File: config.mk
export PLATFORM = sky130hd
export DESIGN_NAME = nearest_neighbor_downscaler_flat
export DESIGN_NICKNAME = d
export VERILOG_FILES = /design/src/hdl/nnd_pkg.sv /design/src/hdl/nnd_if.sv /design/src/hdl/nearest_neighbor_downscaler.sv /design/src/flat_wrapper.sv
export SDC_FILE = /design/constraint.sdc
export NUM_CORES = 1
export LEC_CHECK = 0
export ABC_AREA = 1
export BUFFER_PORTS_ARGS = -buffer_cell sky130_fd_sc_hd__buf_4
export CAP_MARGIN = 10
export CORE_MARGIN = 5
export CORE_UTILIZATION = 55
export CTS_CLUSTER_DIAMETER = 120
export DETAILED_ROUTE_END_ITERATION = 8
export GPL_TIMING_DRIVEN = 0
export PLACE_DENSITY = 0.71
export SLEW_MARGIN = 20
export SYNTH_ARGS = -nofsm -noshare
export SYNTH_HDL_FRONTEND = slang
export SYNTH_SLANG_ARGS = --single-unit
File: constraint.sdc
create_clock -name clk -period 13.8 [get_ports clk]
set_input_delay 0.69 -clock clk [delete_from_list [all_inputs] [get_ports clk]]
set_output_delay 0.69 -clock clk [all_outputs]
set_load 0.01 [all_outputs]
File: src/hdl/nnd_pkg.sv
`default_nettype none
// ----------------------------------------------------------------------------
// nnd_pkg
// Shared types and constants for the nearest neighbor downscaler: field
// widths, fixed-point format and configuration register indexes.
// ----------------------------------------------------------------------------
package nnd_pkg;

	// default largest source dimension
	localparam int MAX_DIM_DEF = 4096;

	// payload field widths
	localparam int PIX_W   = 16;
	localparam int COORD_W = 12;

	// configuration register widths
	localparam int REG_W  = 13;
	localparam int STEP_W = 29;
	localparam int FRAC_W = 16;

	// configuration port
	localparam int CFG_IDX_W  = 3;
	localparam int CFG_DATA_W = 32;

	// fixed-point limits
	localparam logic [STEP_W-1:0] ACC_MAX = {STEP_W{1'b1}};
	localparam logic [STEP_W-1:0] ONE_Q16 = STEP_W'(32'h0001_0000);

	// register reset values
	localparam logic [REG_W-1:0]  SIZE_RST = REG_W'(1);
	localparam logic [STEP_W-1:0] STEP_RST = ONE_Q16;

	// configuration register indexes
	typedef enum logic [CFG_IDX_W-1:0] {
		REG_SOURCE_WIDTH  = 3'd0,
		REG_SOURCE_HEIGHT = 3'd1,
		REG_TARGET_WIDTH  = 3'd2,
		REG_TARGET_HEIGHT = 3'd3,
		REG_COLUMN_STEP   = 3'd4,
		REG_ROW_STEP      = 3'd5
	} cfg_reg_t;

endpackage
`default_nettype wire

File: src/hdl/nnd_if.sv
`default_nettype none
// ----------------------------------------------------------------------------
// nnd_if
// Valid/ready channel interfaces of the downscaler: source pixel stream,
// kept pixel stream and configuration write channel.
// ----------------------------------------------------------------------------

// source pixel stream
interface nnd_in_if;
	logic                       valid;
	logic                       ready;
	logic [nnd_pkg::PIX_W-1:0]  pixel_in;
	logic                       frame_start;

	modport source (output valid, pixel_in, frame_start, input ready);
	modport sink   (input valid, pixel_in, frame_start, output ready);
endinterface

// kept pixel stream
interface nnd_out_if;
	logic                         valid;
	logic                         ready;
	logic [nnd_pkg::PIX_W-1:0]    pixel_out;
	logic [nnd_pkg::COORD_W-1:0]  dest_column;
	logic [nnd_pkg::COORD_W-1:0]  dest_row;
	logic                         row_end;
	logic                         frame_end;

	modport source (output valid, pixel_out, dest_column, dest_row, row_end, frame_end,
		input ready);
	modport sink   (input valid, pixel_out, dest_column, dest_row, row_end, frame_end,
		output ready);
endinterface

// configuration write channel
interface nnd_cfg_if;
	logic                            valid;
	logic                            ready;
	logic [nnd_pkg::CFG_IDX_W-1:0]   index;
	logic [nnd_pkg::CFG_DATA_W-1:0]  data;

	modport source (output valid, index, data, input ready);
	modport sink   (input valid, index, data, output ready);
endinterface
`default_nettype wire

File: src/hdl/nearest_neighbor_downscaler.sv
// Path: a kept pixel passes the input beat register and the output register before pix_out.
// Throughput: one source pixel per cycle while pix_out is not stalled; the position and accumulator update
// is a single pass of adds and compares in the stage-one register loop.
// Reset: arst_n clears all position state and valid flags, sets the sizes
// to 1 and both steps to 1.0; configuration writes are taken every cycle.
`default_nettype none
// ----------------------------------------------------------------------------
// nearest_neighbor_downscaler
// Streaming nearest neighbor decimator. Keeps the source pixel at column
// floor(dx*column_step) and row floor(dy*row_step) for each destination
// pixel, tagging it with destination coordinates and end marks.
// ----------------------------------------------------------------------------
module nearest_neighbor_downscaler #(
	parameter int MAX_DIM = nnd_pkg::MAX_DIM_DEF
) (
	input  wire logic    clk,
	input  wire logic    arst_n,
	nnd_in_if.sink       pix_in,
	nnd_out_if.source    pix_out,
	nnd_cfg_if.sink      cfg
);

	localparam int CW = $clog2(MAX_DIM);   // source counters
	localparam int DW = CW + 1;            // destination counters reach the target size
	localparam int SW = nnd_pkg::STEP_W;
	localparam int RW = nnd_pkg::REG_W;
	localparam int FW = nnd_pkg::FRAC_W;

	// configuration registers
	logic [RW-1:0] src_w_q, src_h_q, tgt_w_q, tgt_h_q;
	logic [SW-1:0] col_step_q, row_step_q;

	// position state
	logic [CW-1:0] src_col_q, src_row_q;
	logic [DW-1:0] dst_col_q, dst_row_q;
	logic [SW-1:0] col_acc_q, row_acc_q;

	// input stage
	logic                       valid_s1;
	logic [nnd_pkg::PIX_W-1:0]  pixel_s1;
	logic                       frame_start_s1;

	// output register
	logic                         out_valid_q;
	logic [nnd_pkg::PIX_W-1:0]    out_pixel_q;
	logic [nnd_pkg::COORD_W-1:0]  out_col_q, out_row_q;
	logic                         out_row_end_q, out_frame_end_q;

	// stage control
	logic adv_s1;
	logic take_in;

	// effective state after frame start clearing
	logic [CW-1:0] e_src_col, e_src_row;
	logic [DW-1:0] e_dst_col, e_dst_row;
	logic [SW-1:0] e_col_acc, e_row_acc;

	// per-pixel decisions
	logic          geo_ok;
	logic          row_sel, col_sel, keep;
	logic          row_end, frame_end;
	logic          col_last, row_last;
	logic [SW:0]   col_sum, row_sum;
	logic [SW-1:0] col_acc_add, row_acc_add;

	// next state
	logic [CW-1:0] n_src_col, n_src_row;
	logic [DW-1:0] n_dst_col, n_dst_row;
	logic [SW-1:0] n_col_acc, n_row_acc;

	// handshake
	assign adv_s1       = !out_valid_q || pix_out.ready;
	assign pix_in.ready = !valid_s1 || adv_s1;
	assign take_in      = pix_in.valid && pix_in.ready;
	assign cfg.ready    = 1'b1;

	// configuration writes
	always_ff @(posedge clk or negedge arst_n) begin
		if (!arst_n) begin
			src_w_q    <= nnd_pkg::SIZE_RST;
			src_h_q    <= nnd_pkg::SIZE_RST;
			tgt_w_q    <= nnd_pkg::SIZE_RST;
			tgt_h_q    <= nnd_pkg::SIZE_RST;
			col_step_q <= nnd_pkg::STEP_RST;
			row_step_q <= nnd_pkg::STEP_RST;
		end else if (cfg.valid) begin
			case (nnd_pkg::cfg_reg_t'(cfg.index))
				nnd_pkg::REG_SOURCE_WIDTH:  src_w_q    <= cfg.data[RW-1:0];
				nnd_pkg::REG_SOURCE_HEIGHT: src_h_q    <= cfg.data[RW-1:0];
				nnd_pkg::REG_TARGET_WIDTH:  tgt_w_q    <= cfg.data[RW-1:0];
				nnd_pkg::REG_TARGET_HEIGHT: tgt_h_q    <= cfg.data[RW-1:0];
				nnd_pkg::REG_COLUMN_STEP:   col_step_q <= cfg.data[SW-1:0];
				nnd_pkg::REG_ROW_STEP:      row_step_q <= cfg.data[SW-1:0];
				default: ;
			endcase
		end
	end

	// geometry check: non-empty, within limits, shrinking only
	always_comb begin
		geo_ok = (src_w_q != '0) && (src_h_q != '0) && (tgt_w_q != '0) && (tgt_h_q != '0)
			&& (32'(src_w_q) <= 32'(MAX_DIM)) && (32'(src_h_q) <= 32'(MAX_DIM))
			&& (tgt_w_q <= src_w_q) && (tgt_h_q <= src_h_q)
			&& (col_step_q >= nnd_pkg::ONE_Q16) && (row_step_q >= nnd_pkg::ONE_Q16);
	end

	// input beat register
	always_ff @(posedge clk or negedge arst_n) begin
		if (!arst_n) begin
			valid_s1 <= 1'b0;
		end else if (pix_in.ready) begin
			valid_s1 <= pix_in.valid;
		end
	end

	always_ff @(posedge clk) begin
		if (take_in) begin
			pixel_s1       <= pix_in.pixel_in;
			frame_start_s1 <= pix_in.frame_start;
		end
	end

	// frame start clears position before this pixel
	always_comb begin
		if (frame_start_s1) begin
			e_src_col = '0;
			e_src_row = '0;
			e_dst_col = '0;
			e_dst_row = '0;
			e_col_acc = '0;
			e_row_acc = '0;
		end else begin
			e_src_col = src_col_q;
			e_src_row = src_row_q;
			e_dst_col = dst_col_q;
			e_dst_row = dst_row_q;
			e_col_acc = col_acc_q;
			e_row_acc = row_acc_q;
		end
	end

	// selection and end marks
	always_comb begin
		row_sel   = (32'(e_dst_row) < 32'(tgt_h_q))
			&& (32'(e_src_row) == 32'(e_row_acc[SW-1:FW]));
		col_sel   = (32'(e_dst_col) < 32'(tgt_w_q))
			&& (32'(e_src_col) == 32'(e_col_acc[SW-1:FW]));
		keep      = geo_ok && row_sel && col_sel;
		row_end   = (32'(e_dst_col) + 32'd1) == 32'(tgt_w_q);
		frame_end = row_end && ((32'(e_dst_row) + 32'd1) == 32'(tgt_h_q));
		col_last  = (32'(e_src_col) + 32'd1) >= 32'(src_w_q);
		row_last  = (32'(e_src_row) + 32'd1) >= 32'(src_h_q);
	end

	// saturating accumulator advance
	always_comb begin
		col_sum     = {1'b0, e_col_acc} + {1'b0, col_step_q};
		row_sum     = {1'b0, e_row_acc} + {1'b0, row_step_q};
		col_acc_add = col_sum[SW] ? nnd_pkg::ACC_MAX : col_sum[SW-1:0];
		row_acc_add = row_sum[SW] ? nnd_pkg::ACC_MAX : row_sum[SW-1:0];
	end

	// next position state
	always_comb begin
		n_src_col = e_src_col;
		n_src_row = e_src_row;
		n_dst_col = e_dst_col;
		n_dst_row = e_dst_row;
		n_col_acc = e_col_acc;
		n_row_acc = e_row_acc;
		if (geo_ok) begin
			if (col_sel) begin
				n_dst_col = e_dst_col + 1'b1;
				n_col_acc = col_acc_add;
			end
			if (col_last) begin
				n_src_col = '0;
				n_dst_col = '0;
				n_col_acc = '0;
				if (row_last) begin
					n_src_row = '0;
					n_dst_row = '0;
					n_row_acc = '0;
				end else begin
					n_src_row = e_src_row + 1'b1;
					if (row_sel) begin
						n_dst_row = e_dst_row + 1'b1;
						n_row_acc = row_acc_add;
					end
				end
			end else begin
				n_src_col = e_src_col + 1'b1;
			end
		end
	end

	// position state registers
	always_ff @(posedge clk or negedge arst_n) begin
		if (!arst_n) begin
			src_col_q <= '0;
			src_row_q <= '0;
			dst_col_q <= '0;
			dst_row_q <= '0;
			col_acc_q <= '0;
			row_acc_q <= '0;
		end else if (valid_s1 && adv_s1) begin
			src_col_q <= n_src_col;
			src_row_q <= n_src_row;
			dst_col_q <= n_dst_col;
			dst_row_q <= n_dst_row;
			col_acc_q <= n_col_acc;
			row_acc_q <= n_row_acc;
		end
	end

	// output beat valid
	always_ff @(posedge clk or negedge arst_n) begin
		if (!arst_n) begin
			out_valid_q <= 1'b0;
		end else if (adv_s1) begin
			out_valid_q <= valid_s1 && keep;
		end
	end

	// output beat payload
	always_ff @(posedge clk) begin
		if (adv_s1 && valid_s1 && keep) begin
			out_pixel_q     <= pixel_s1;
			out_col_q       <= nnd_pkg::COORD_W'(e_dst_col);
			out_row_q       <= nnd_pkg::COORD_W'(e_dst_row);
			out_row_end_q   <= row_end;
			out_frame_end_q <= frame_end;
		end
	end

	assign pix_out.valid       = out_valid_q;
	assign pix_out.pixel_out   = out_pixel_q;
	assign pix_out.dest_column = out_col_q;
	assign pix_out.dest_row    = out_row_q;
	assign pix_out.row_end     = out_row_end_q;
	assign pix_out.frame_end   = out_frame_end_q;

`ifndef ASSERT_OFF
	// end of frame is always also end of row
	a_frame_end_row_end: assert property (@(posedge clk) disable iff (!arst_n)
		out_valid_q |-> (!out_frame_end_q || out_row_end_q))
		else $error("frame_end without row_end");

	// a kept column lies inside the destination width
	a_col_in_target: assert property (@(posedge clk) disable iff (!arst_n)
		out_valid_q |-> (32'(out_col_q) < 32'(tgt_w_q)))
		else $error("dest_column beyond target width");

	// bad geometry leaves the source position frozen
	a_bad_geo_frozen: assert property (@(posedge clk) disable iff (!arst_n)
		(valid_s1 && adv_s1 && !geo_ok && !frame_start_s1)
		|=> ($stable(src_col_q) && $stable(src_row_q) && !out_valid_q))
		else $error("position moved under invalid geometry");
`endif

endmodule
`default_nettype wire

File: src/flat_wrapper.sv
// flat-port wrapper written by rule: the top's interface ports become plain ports
module nearest_neighbor_downscaler_flat 
#(
	parameter int MAX_DIM = nnd_pkg::MAX_DIM_DEF
)
  (clk, arst_n, pix_in_valid, pix_in_pixel_in, pix_in_frame_start, pix_in_ready, pix_out_valid, pix_out_pixel_out, pix_out_dest_column, pix_out_dest_row, pix_out_row_end, pix_out_frame_end, pix_out_ready, cfg_valid, cfg_index, cfg_data, cfg_ready);
  nnd_in_if pix_in_i ();
  nnd_out_if pix_out_i ();
  nnd_cfg_if cfg_i ();
  input  wire logic clk;
  input  wire logic arst_n;
  input wire logic [$bits(pix_in_i.valid)-1:0] pix_in_valid;
  input wire logic [$bits(pix_in_i.pixel_in)-1:0] pix_in_pixel_in;
  input wire logic [$bits(pix_in_i.frame_start)-1:0] pix_in_frame_start;
  output wire logic [$bits(pix_in_i.ready)-1:0] pix_in_ready;
  output wire logic [$bits(pix_out_i.valid)-1:0] pix_out_valid;
  output wire logic [$bits(pix_out_i.pixel_out)-1:0] pix_out_pixel_out;
  output wire logic [$bits(pix_out_i.dest_column)-1:0] pix_out_dest_column;
  output wire logic [$bits(pix_out_i.dest_row)-1:0] pix_out_dest_row;
  output wire logic [$bits(pix_out_i.row_end)-1:0] pix_out_row_end;
  output wire logic [$bits(pix_out_i.frame_end)-1:0] pix_out_frame_end;
  input wire logic [$bits(pix_out_i.ready)-1:0] pix_out_ready;
  input wire logic [$bits(cfg_i.valid)-1:0] cfg_valid;
  input wire logic [$bits(cfg_i.index)-1:0] cfg_index;
  input wire logic [$bits(cfg_i.data)-1:0] cfg_data;
  output wire logic [$bits(cfg_i.ready)-1:0] cfg_ready;
  assign pix_in_i.valid = pix_in_valid;
  assign pix_in_i.pixel_in = pix_in_pixel_in;
  assign pix_in_i.frame_start = pix_in_frame_start;
  assign pix_in_ready = pix_in_i.ready;
  assign pix_out_valid = pix_out_i.valid;
  assign pix_out_pixel_out = pix_out_i.pixel_out;
  assign pix_out_dest_column = pix_out_i.dest_column;
  assign pix_out_dest_row = pix_out_i.dest_row;
  assign pix_out_row_end = pix_out_i.row_end;
  assign pix_out_frame_end = pix_out_i.frame_end;
  assign pix_out_i.ready = pix_out_ready;
  assign cfg_i.valid = cfg_valid;
  assign cfg_i.index = cfg_index;
  assign cfg_i.data = cfg_data;
  assign cfg_ready = cfg_i.ready;
  nearest_neighbor_downscaler #(.MAX_DIM(MAX_DIM)) u_core (.clk(clk), .arst_n(arst_n), .pix_in(pix_in_i), .pix_out(pix_out_i), .cfg(cfg_i));
endmodule
; ---- After elaboration in Yosys (flattened, before gate mapping)
; Index checks and enable logic that the tools add are counted.
; Widths: inputs -> output; s select.
[word_totals]
register_bits = 279
inputBits = 57
output_inout_bits = 45
wordCells = 110
[classes]
add_sub_neg = 10
n_lt_le_gt_ge = 10
eq_ne = 9
mux = 27
reduce_logical = 33
[op_table]
columns = op, n
row1 = $mux 29, 11
row2 = $mux 13, 9
row3 = $mux 12, 7
row4 = $eq 32x13->1, 2
row5 = $ge 32x13->1, 2
row6 = $add 29x29->30, 2
row7 = $ge 29x17->1 const B, 2
row8 = $reduce_bool 13->1, 4
row9 = $add 13x1->14 const B, 2
row10 = $add 12x1->13 const B, 2
row11 = $add 13x1->13 const B, 2
row12 = $eq 12x13->1, 2
row13 = $le 13x13->1, 2
row14 = $le 13x13->1 const B, 2
row15 = $lt 13x13->1, 2
row16 = $add 12x1->12 const B, 2
row17 = $logic_and 1x1->1, 18
row18 = $reduce_and 2->1, 6
row19 = $eq 3x2->1 const B, 2
row20 = $eq 3x3->1 const B, 2
row21 = $eq 3x1->1 const B, 1
row22 = $logic_not 3->1, 1
row23 = $logic_not 1->1, 2
row24 = $logic_or 1x1->1, 2

; ---- Logic depth before layout (Yosys ltp)
; Gate-level depths: netlist (run 1).
[logic_depth]
word_depth = 13
mapped_depth = 27
depth_no_buf = 23

; ---- Worst setup path after synthesis (run 1)
; No wires, ideal clock.
[synth_path]
kind = flip-flop to flip-flop
startpoint = register u_core.frame_start_s1
endpoint = register u_core.out_col_q (netlist bit u_core.pix_out.dest_column[0]), enable pin
setup_ns = 0.435
arrival_ns = 3.977
t_required_ns = 13.365
setup_slack_ns = 9.388
path_stages_with_launch = 21
path_buffers = 5
period_less_slack_ns = 4.412
cell_sequence = edfxtp_1 > inv_2 > buf_6 > buf_6 > buf_6 > buf_6 > nand2_1 > inv_1 > ha_1 > nand2_1 > inv_1 > o21ai_0 > nand2_1 > nand2_1 > o211ai_1 > a21oi_1 > inv_1 > nor2_1 > nand2_1 > buf_2 > nor3_2
[synth_between]
word_cells_on_any_way = 15
classes_between = order compare (2) / eq/ne (2) / mux (6) / reduce/logical (5)
[synth_rtl]
columns = element, line_no
row1 = start: declaration, nearest_neighbor_downscaler.sv:41  ; logic frame_start_s1;
row2 = start signal: assignment, nearest_neighbor_downscaler.sv:119  ; frame_start_s1 <= pix_in.frame_start;
row3 = $mux 13, nearest_neighbor_downscaler.sv:125  ; if (frame_start_s1) begin
row4 = net u_core.e_dst_col[7], nearest_neighbor_downscaler.sv:55  ; logic [DW-1:0] e_dst_col, e_dst_row;
row5 = $lt 13x13->1, nearest_neighbor_downscaler.sv:146  ; col_sel = (32'(e_dst_col) < 32'(tgt_w_q))
row6 = $logic_and 1x1->1, nearest_neighbor_downscaler.sv:147  ; && (32'(e_src_col) == 32'(e_col_acc[SW-1:FW]));
row7 = $logic_and 1x1->1, nearest_neighbor_downscaler.sv:148  ; keep = geo_ok && row_sel && col_sel;
row8 = $logic_and 1x1->1, nearest_neighbor_downscaler.sv:227  ; if (adv_s1 && valid_s1 && keep) begin
row9 = end signal: assignment, nearest_neighbor_downscaler.sv:229  ; out_col_q <= nnd_pkg::COORD_W'(e_dst_col);
row10 = end: declaration, nearest_neighbor_downscaler.sv:46  ; logic [nnd_pkg::COORD_W-1:0] out_col_q, out_row_q;
; The timed path passes the listed nets, and every way through them passes these cells.
; A chain may end at the register's enable or synchronous reset.

; ---- Final worst setup path (run 1)
[layout_path]
startpoint = register u_core.frame_start_s1
endpoint = register u_core.row_acc_q[27]
[layout_between]
elab_chain_cells = 7
word_cells_on_any_way = 17
classes_between = add/sub (3) / order compare (3) / eq/ne (1) / mux (9) / reduce/logical (1)
[layout_lines]
columns = element, line_no
row1 = "parallel branches: the longest is 6 deep, another holds $ge 32x13->1", --
row2 = $mux 29 *, nearest_neighbor_downscaler.sv:171  ; if (geo_ok) begin
row3 = end signal: assignment, nearest_neighbor_downscaler.sv:212  ; row_acc_q <= n_row_acc;
row4 = end: declaration, nearest_neighbor_downscaler.sv:36  ; logic [SW-1:0] col_acc_q, row_acc_q;
; Every way passes the cells marked *.

==> reports/qor.csv, run 1 <==
metric;value;unit
post-CTS resize count;0;
Worst Skew;0.0231;ns
final-stage net count;3119;
number of ports placed on the die boundary;102;
CTS Root Buffer Type;sky130_fd_sc_hd__clkbuf_16;
synthesized netlist cell count;2796;
leakage power figure;0.0112;uW
fraction of layout instances using a drive strength above 1;7.78;%
number of global-route vias before repair;18449;
count of unresolved DRC violations after routing;0;
initial antenna violation count;1;
nets in the synthesized netlist;2984;
final-report max-slew violation count;0;
Yosys top cell area share;27.3;%
most used flip-flop cell after synthesis;sky130_fd_sc_hd__dfrtp_1;
Port-buffer cells;97;
fraction of the mapped netlist area in compound gates;11.6;%
dominant cell by count in the synthesized netlist;sky130_fd_sc_hd__nand2_1;
minimum clock period;5.57;ns
combinational family with the most area after synthesis;simple AND/OR/NAND/NOR gates;
share of synthesized registers carrying an async set or reset;78.9;%
Syn. warnings;0;
synthesized-area fraction occupied by xor and xnor cells;3.48;%
Setup crit end kind;register;
overflow left after global routing;0;
met3 track demand over resource;5.76;%
mux contribution to synthesized area;0;%
Hold Violations, Final;0;
share of power burned in registers;35.3;%
flip-flop and latch count after synthesis;279;
die area;39500;um2
power share of the clock group;28.5;%
Sink Count;279;
number of distinct library cells after synthesis;48;
pin count of the biggest net entering global routing;99;
P_int;1850;uW
top area cells in the synthesized netlist;sky130_fd_sc_hd__dfrtp_1 27%, sky130_fd_sc_hd__nand2_1 15%, sky130_fd_sc_hd__edfxtp_1 9.0%;
outcome;completed;
Routed WL per cell;19.7;um
DP HPWL;52400;um
WP data arrival;6.05;ns
Longest Clk Path Bufs;3;
first-pass GRT wire length;104000;um
global-route usage over all layers;33.6;%
Post-DRT Antenna Nets;0;
area of the mapped netlist;19600;um2
number of iterations in the first detailed-routing pass;6;
y dimension of the die;199;um
maximum vdd ir drop;0.000118;V
placeable core region;35400;um2
number of diodes;0;
# Post-CTS Setup Buffers;0;
number of rows in the core area;69;
GRT Max-Usage Layer;met2;
pin slew with the least headroom to its limit;1.15;ns
number of violations reported at the end of detailed-routing iteration 0;1957;
type of the worst setup path;register to register;
Max transition margin;22.9;%
post-synthesis share of cell area spent on and, or, nand and nor gates;30.0;%
routed via count divided by cell count;5.72;
number of flops mapped to enable cells by yosys;59;
fill cell count;3327;
routed vias;19531;
post-layout instance area;22100;um2
worst setup slack before clock tree synthesis;8.38;ns
Final Worst Setup Slack;8.23;ns
met2 routing resource usage after global routing;54.3;%
maximum achievable frequency;0.180;GHz
Final GP Congestion;1.04;
Hold Path Depth;1;
TritonCTS clock tree;built;
area of combinational cells with multiple inputs;10500;um2
grt met1 use;46.2;%
Synth area leader;sky130_fd_sc_hd__dfrtp_1;
setup repair after global routing missed its margin;no;
critical path peak fanout;10;
initial core utilization;55.4;%
x dimension of the die;199;um
final clock period utilization by the worst path;40.4;%
net load switching power;1240;uW
total CTS buffers;31;
clock latency on the worst-skew pair;0.61;ns
CTS H-tree depth;1;
Area Growth Syn to Fin;12.7;%
synthesized area per cell;7.01;um2
Post-Synth Adder-Cell Area;8.43;%
power per standard cell area;140;nW/um2
type of origin of the critical path;register;
depth of the most critical reg-to-reg path;19;
combined flip-flop and latch cell area;7280;um2
final setup violation count;0;
switching portion of total power;40.1;%
number of max-capacitance violations reported;0;
setup_tns;0;ns
combinational share of power;36.2;%
Hold WC Path Type;input pin to register;
Area after DPL;21000;um2
sequential-to-total area share from yosys stat;37.1;%
clock-pin slew of the registers on the worst-case setup and hold paths;0.07;ns
most frequent cells after synthesis;801 x sky130_fd_sc_hd__nand2_1, 369 x sky130_fd_sc_hd__inv_1, 308 x sky130_fd_sc_hd__nor2_1;
Data required, critical path;14.28;ns
final routed wirelength across all metal layers;67200;um
cell families (layout without fill, tap and decap cells):
kind of cell / Yosys count / after routing
DFF: 279 / 279
AOI/OAI and AO/OA: 435 / 435
xor gates and xnor gates: 78 / 78
adders and majority gates: 131 / 131
and+or+nand+nor: 1419 / 1419
other: 1 / 1
buffers and inverters: 453 / 613
through the flow:
step	utilization, %	instances	hold slack (ns)	total power, uW
6_report	62.5	3417	0.256	3090
5_1_grt	62.5	3417	0.243	3280
4_1_cts	62.5	3417	0.234	3070
3_5_place_dp	59.4	3358	0.405	2190
3_3_place_gp	59.1	3354	0.401	2160
2_1_floorplan	-	2796	0.394	1840
placed cells by master (no fill, tap or decap), drive strengths merged, types with 2 or more instances in the layout:
cell      netlist  final
xor2           61     61
nor2          320    320
a21boi          2      2
inv           374    379
nand2         805    805
o211ai         11     11
buf            34    135
a21oi         129    129
o22ai          16     16
a21o            5      5
clkinvlp        0      3
bufinv          0      2
a22oi           3      3
xnor2          17     17
clkinv          0      7
nand4          36     36
ha            129    129
clkbuf         45     86
dfrtp         214    214
nand3b          4      4
nor3b           4      4
fa              2      2
dfstp           6      6
nor4            5      5
edfxtp         59     59
o21bai          6      6
o21ai         259    259
or2             6      6
nor3           36     36
nand3         203    203
power groups by stage:
| stage | registers, uW | clock network [uW] | logic, uW |
|---|---|---|---|
| detailed placement | 1100 | 0 | 1090 |
| floorplan | 1060 | 0 | 779 |
| CTS | 1090 | 890 | 1100 |
| finish | 1090 | 881 | 1120 |
| global placement | 1100 | 0 | 1060 |
| global route | 1100 | 924 | 1250 |
path summary, 6_finish.rpt:
kind	from	to	slack, ns
worst min-delay path	pix_in_pixel_in[10]	u_core.pixel_s1[10]	0.26
worst max register to register	u_core.frame_start_s1	u_core.row_acc_q[27]	8.23
worst max-delay path	u_core.frame_start_s1	u_core.row_acc_q[27]	8.23
min in group asynchronous	arst_n	u_core.valid_s1	0.56
worst min register to register	u_core.pixel_s1[3]	u_core.pix_out.pixel_out[3]	0.42
max in group asynchronous	arst_n	u_core.col_step_q[16]	11.97
per-layer routing:
layer,wire [um],vias to the layer above
li1,-,9336
met1,28400,9169
met2,30400,877
met3,5940,149
met4,2460,0
met5,0,-
critical path, stage by stage, from the launching register on:
cell and delay, ns:
sky130_fd_sc_hd__edfxtp_1 0.55, sky130_fd_sc_hd__buf_6 0.23, sky130_fd_sc_hd__buf_6 0.21, sky130_fd_sc_hd__buf_2 0.39
sky130_fd_sc_hd__clkbuf_1 0.57, sky130_fd_sc_hd__clkbuf_1 0.57, sky130_fd_sc_hd__clkbuf_1 0.56, sky130_fd_sc_hd__nor2_1 0.12
sky130_fd_sc_hd__ha_1 0.40, sky130_fd_sc_hd__a21oi_1 0.34, sky130_fd_sc_hd__o21bai_1 0.14, sky130_fd_sc_hd__a21oi_1 0.29
sky130_fd_sc_hd__nor2_1 0.07, sky130_fd_sc_hd__nor2_1 0.15, sky130_fd_sc_hd__nand3_2 0.11, sky130_fd_sc_hd__buf_6 0.18
sky130_fd_sc_hd__a21oi_1 0.12, sky130_fd_sc_hd__nand3_1 0.22, sky130_fd_sc_hd__nand2_1 0.16, sky130_fd_sc_hd__nand2_1 0.05
final cells by class:
type / count / share of cell area (%)
buffer: 79 / 1.94
clock buffer: 41 / 4.04
clock inverter: 17 / 0.860
inverter: 374 / 6.35
multi-input combinational: 2064 / 47.5
sequential: 279 / 32.9
tap: 461 / 2.61
timing repair buffer: 102 / 3.76
timing repair:
item,CTS,global route
endpoints found under the hold margin,18,0
endpoints found under the setup margin,0,0
hold buffers,1,0
sequential cells by signal, indices dropped and copies added (netlist names), 12 cells and up:
register	cells
u_core.pix_out.dest_column	12
u_core.dst_row_q	13
u_core.pix_out.dest_row	12
u_core.col_acc_q	29
u_core.src_w_q	13
u_core.src_h_q	13
u_core.row_step_q	29
u_core.tgt_w_q	13
u_core.dst_col_q	13
u_core.tgt_h_q	13
u_core.pixel_s1	16
u_core.src_row_q	12
u_core.col_step_q	29
u_core.src_col_q	12
u_core.pix_out.pixel_out	16
u_core.row_acc_q	29
Note: power is estimated with default switching activity, not from simulation.
==> run 2, diff against run 1 <==
==> constraint.sdc (replaced) <==
create_clock -name clk -period 5.49 [get_ports clk]
set_input_delay 0.2745 -clock clk [delete_from_list [all_inputs] [get_ports clk]]
set_output_delay 0.2745 -clock clk [all_outputs]
set_load 0.01 [all_outputs]
==> run 2 against run 1 <==
Effect of this change: sequential share of layout area decreased by 0.47 points; highest routed layer unchanged; register-to-register slack got worse by 8.0 ns; critical path type unchanged; critical path depth increased by 5; combinational power increased to 2.5 times the previous value; via count increased by 1.1%; critical endpoint is now u_core.row_acc_q[18].
==> reports/qor.csv, run 2 (synthesis gave the netlist of run 1 again) <==
metric;value;unit;change
outcome;completed;;
worst setup slack before clock tree synthesis;0.0682;ns;-8.31 ns
leakage power figure;0.0114;uW;+1.2%
CTS H-tree depth;1;;unchanged
Post-DRT Antenna Nets;0;;unchanged
worst-path cell chain;inv_2, buf_6, buf_6, buf_6, nand2_2, inv_1, ha_1, nand2_1, nor2_1, nand3_1, nor2_1, nand4_1, xor2_1, ha_1, nand2_1, nor3b_1, nand3_1, nand3_1, nand2_1, nand2_1, clkbuf_1, nand3_1, nand3_1, nand2_1;;
Area Growth Syn to Fin;14.4;%;
type of the worst setup path;register to register;;
Final GP Congestion;1.04;;unchanged
setup_tns;0;ns;unchanged
final clock period utilization by the worst path;96.3;%;+56 points
number of rows in the core area;69;;unchanged
power per standard cell area;347;nW/um2;+150%
final-stage net count;3150;;+0.99%
clock latency on the worst-skew pair;0.61;ns;about the same
number of diodes;0;;unchanged
total CTS buffers;31;;unchanged
pin slew with the least headroom to its limit;1.12;ns;-0.0294 ns
Hold Violations, Final;0;;unchanged
initial core utilization;55.4;%;unchanged
number of global-route vias before repair;18631;;+0.99%
# Post-CTS Setup Buffers;0;;unchanged
maximum achievable frequency;0.189;GHz;+5.3%
depth of the most critical reg-to-reg path;24;;+5
Hold Path Depth;3;;+2
pin count of the biggest net entering global routing;99;;unchanged
CTS Root Buffer Type;sky130_fd_sc_hd__clkbuf_16;;
final routed wirelength across all metal layers;67800;um;+0.80%
y dimension of the die;199;um;unchanged
routed vias;19743;;+1.1%
TritonCTS clock tree;built;;
number of max-capacitance violations reported;0;;unchanged
most frequent standard cell in the layout excluding fill and tap cells;sky130_fd_sc_hd__nand2_1;;
type of origin of the critical path;register;;
number of iterations in the first detailed-routing pass;6;;unchanged
Hold WC Path Type;input pin to register;;
Sink Count;279;;unchanged
x dimension of the die;199;um;unchanged
number of ports placed on the die boundary;102;;unchanged
final setup violation count;0;;unchanged
Setup crit end kind;register;;
initial antenna violation count;1;;unchanged
setup repair after global routing missed its margin;no;;
count of unresolved DRC violations after routing;0;;unchanged
global-route usage over all layers;33.9;%;+0.27 points
Max transition margin;24.8;%;+2.0 points
slowest stage cell, crit path;sky130_fd_sc_hd__clkbuf_1;;
Data required, critical path;5.97;ns;-8.31 ns
Worst Skew;0.0274;ns;+0.00426 ns
critical path peak fanout;10;;unchanged
overflow left after global routing;0;;unchanged
most used cells in the layout excluding fill and tap cells;801 x sky130_fd_sc_hd__nand2_1, 369 x sky130_fd_sc_hd__inv_1, 307 x sky130_fd_sc_hd__nor2_1;;
WP data arrival;5.77;ns;-0.28 ns
final-report max-slew violation count;0;;unchanged
number of violations reported at the end of detailed-routing iteration 0;2129;;+8.8%
first-pass GRT wire length;105000;um;+0.87%
fraction of layout instances using a drive strength above 1;7.80;%;+0.020 points
biggest cell delay along the critical path;0.62;ns;+0.05 ns
minimum clock period;5.29;ns;-0.282 ns
routed via count divided by cell count;5.73;;+0.18%
Final Worst Setup Slack;0.202;ns;-8.03 ns
placeable core region;35400;um2;unchanged
clock-pin slew of the registers on the worst-case setup and hold paths;0.07;ns;about the same
maximum vdd ir drop;0.000302;V;+160%
DP HPWL;52400;um;unchanged
Longest Clk Path Bufs;3;;unchanged
die area;39500;um2;unchanged
Port-buffer cells;97;;unchanged
Routed WL per cell;19.7;um;-0.10%
run 2: cell types whose count changed in the layout (fill, tap and decap cells not counted), sizes merged:
cell / change
clkbuf: -1
dlygate4sd3: +32
run 2: critical path, delay by kind of cell, from the launching register on:
kind	cells	cell delay (ns)
simple gates	15	2.29
buf+inv	6	1.57
xor+xnor	1	0.22
fa+ha+maj	2	0.51
flops	1	0.55
run 2: per-stage QoR:
stage	util (%)	std cells	hold slack (ns)	cell area [um2]	power (uW)
3_5_place_dp	59.4	3358	0.184	21000	5510
4_1_cts	63.4	3449	0.00484	22400	7750
2_1_floorplan	-	2796	-0.0211	19600	4640
5_1_grt	63.4	3448	0.0265	22400	8260
6_report	63.4	3448	0.0210	22400	7790
3_3_place_gp	59.1	3354	0.401	20900	5420
run 2: layout make-up:
cell class / count / area (um2)
Inverter: 374 / 1400
Multi-Input combinational cell: 2064 / 10500
Tap cell: 461 / 577
Fill cell: 3269 / 13000
Clock inverter: 17 / 190
Timing Repair Buffer: 134 / 1150
Sequential cell: 279 / 7280
Clock buffer: 41 / 893
Buffer: 78 / 427
run 2: power breakdown:
group,switching (uW),internal [uW],leakage (uW)
registers,263,2480,0.00342
clock network,968,1260,0.000528
logic,1900,928,0.00741
run 2: path summary, 6_finish.rpt:
path,from,to,slack (ns)
setup / recovery,u_core.frame_start_s1,u_core.row_acc_q[18],0.20
hold / removal,cfg_data[25],u_core.row_step_q[25],0.02
setup reg to reg,u_core.frame_start_s1,u_core.row_acc_q[18],0.20
min in group asynchronous,arst_n,u_core.valid_s1,0.16
hold reg to reg,u_core.pixel_s1[3],u_core.pix_out.pixel_out[3],0.42
max in group asynchronous,arst_n,u_core.row_step_q[16],4.06
run 2: what timing repair did:
item,4_1_cts,5_1_grt
resized for setup,0,5
hold buffers,33,0
endpoints found under the setup margin,0,50
endpoints found under the hold margin,156,0
run 2: metal layers:
metal  global-route usage [%]  part of all wire [%]
met3                     5.86                   8.5
met2                     54.9                    45
met1                     46.4                    42
met5                        0                     0
met4                     11.4                   3.8
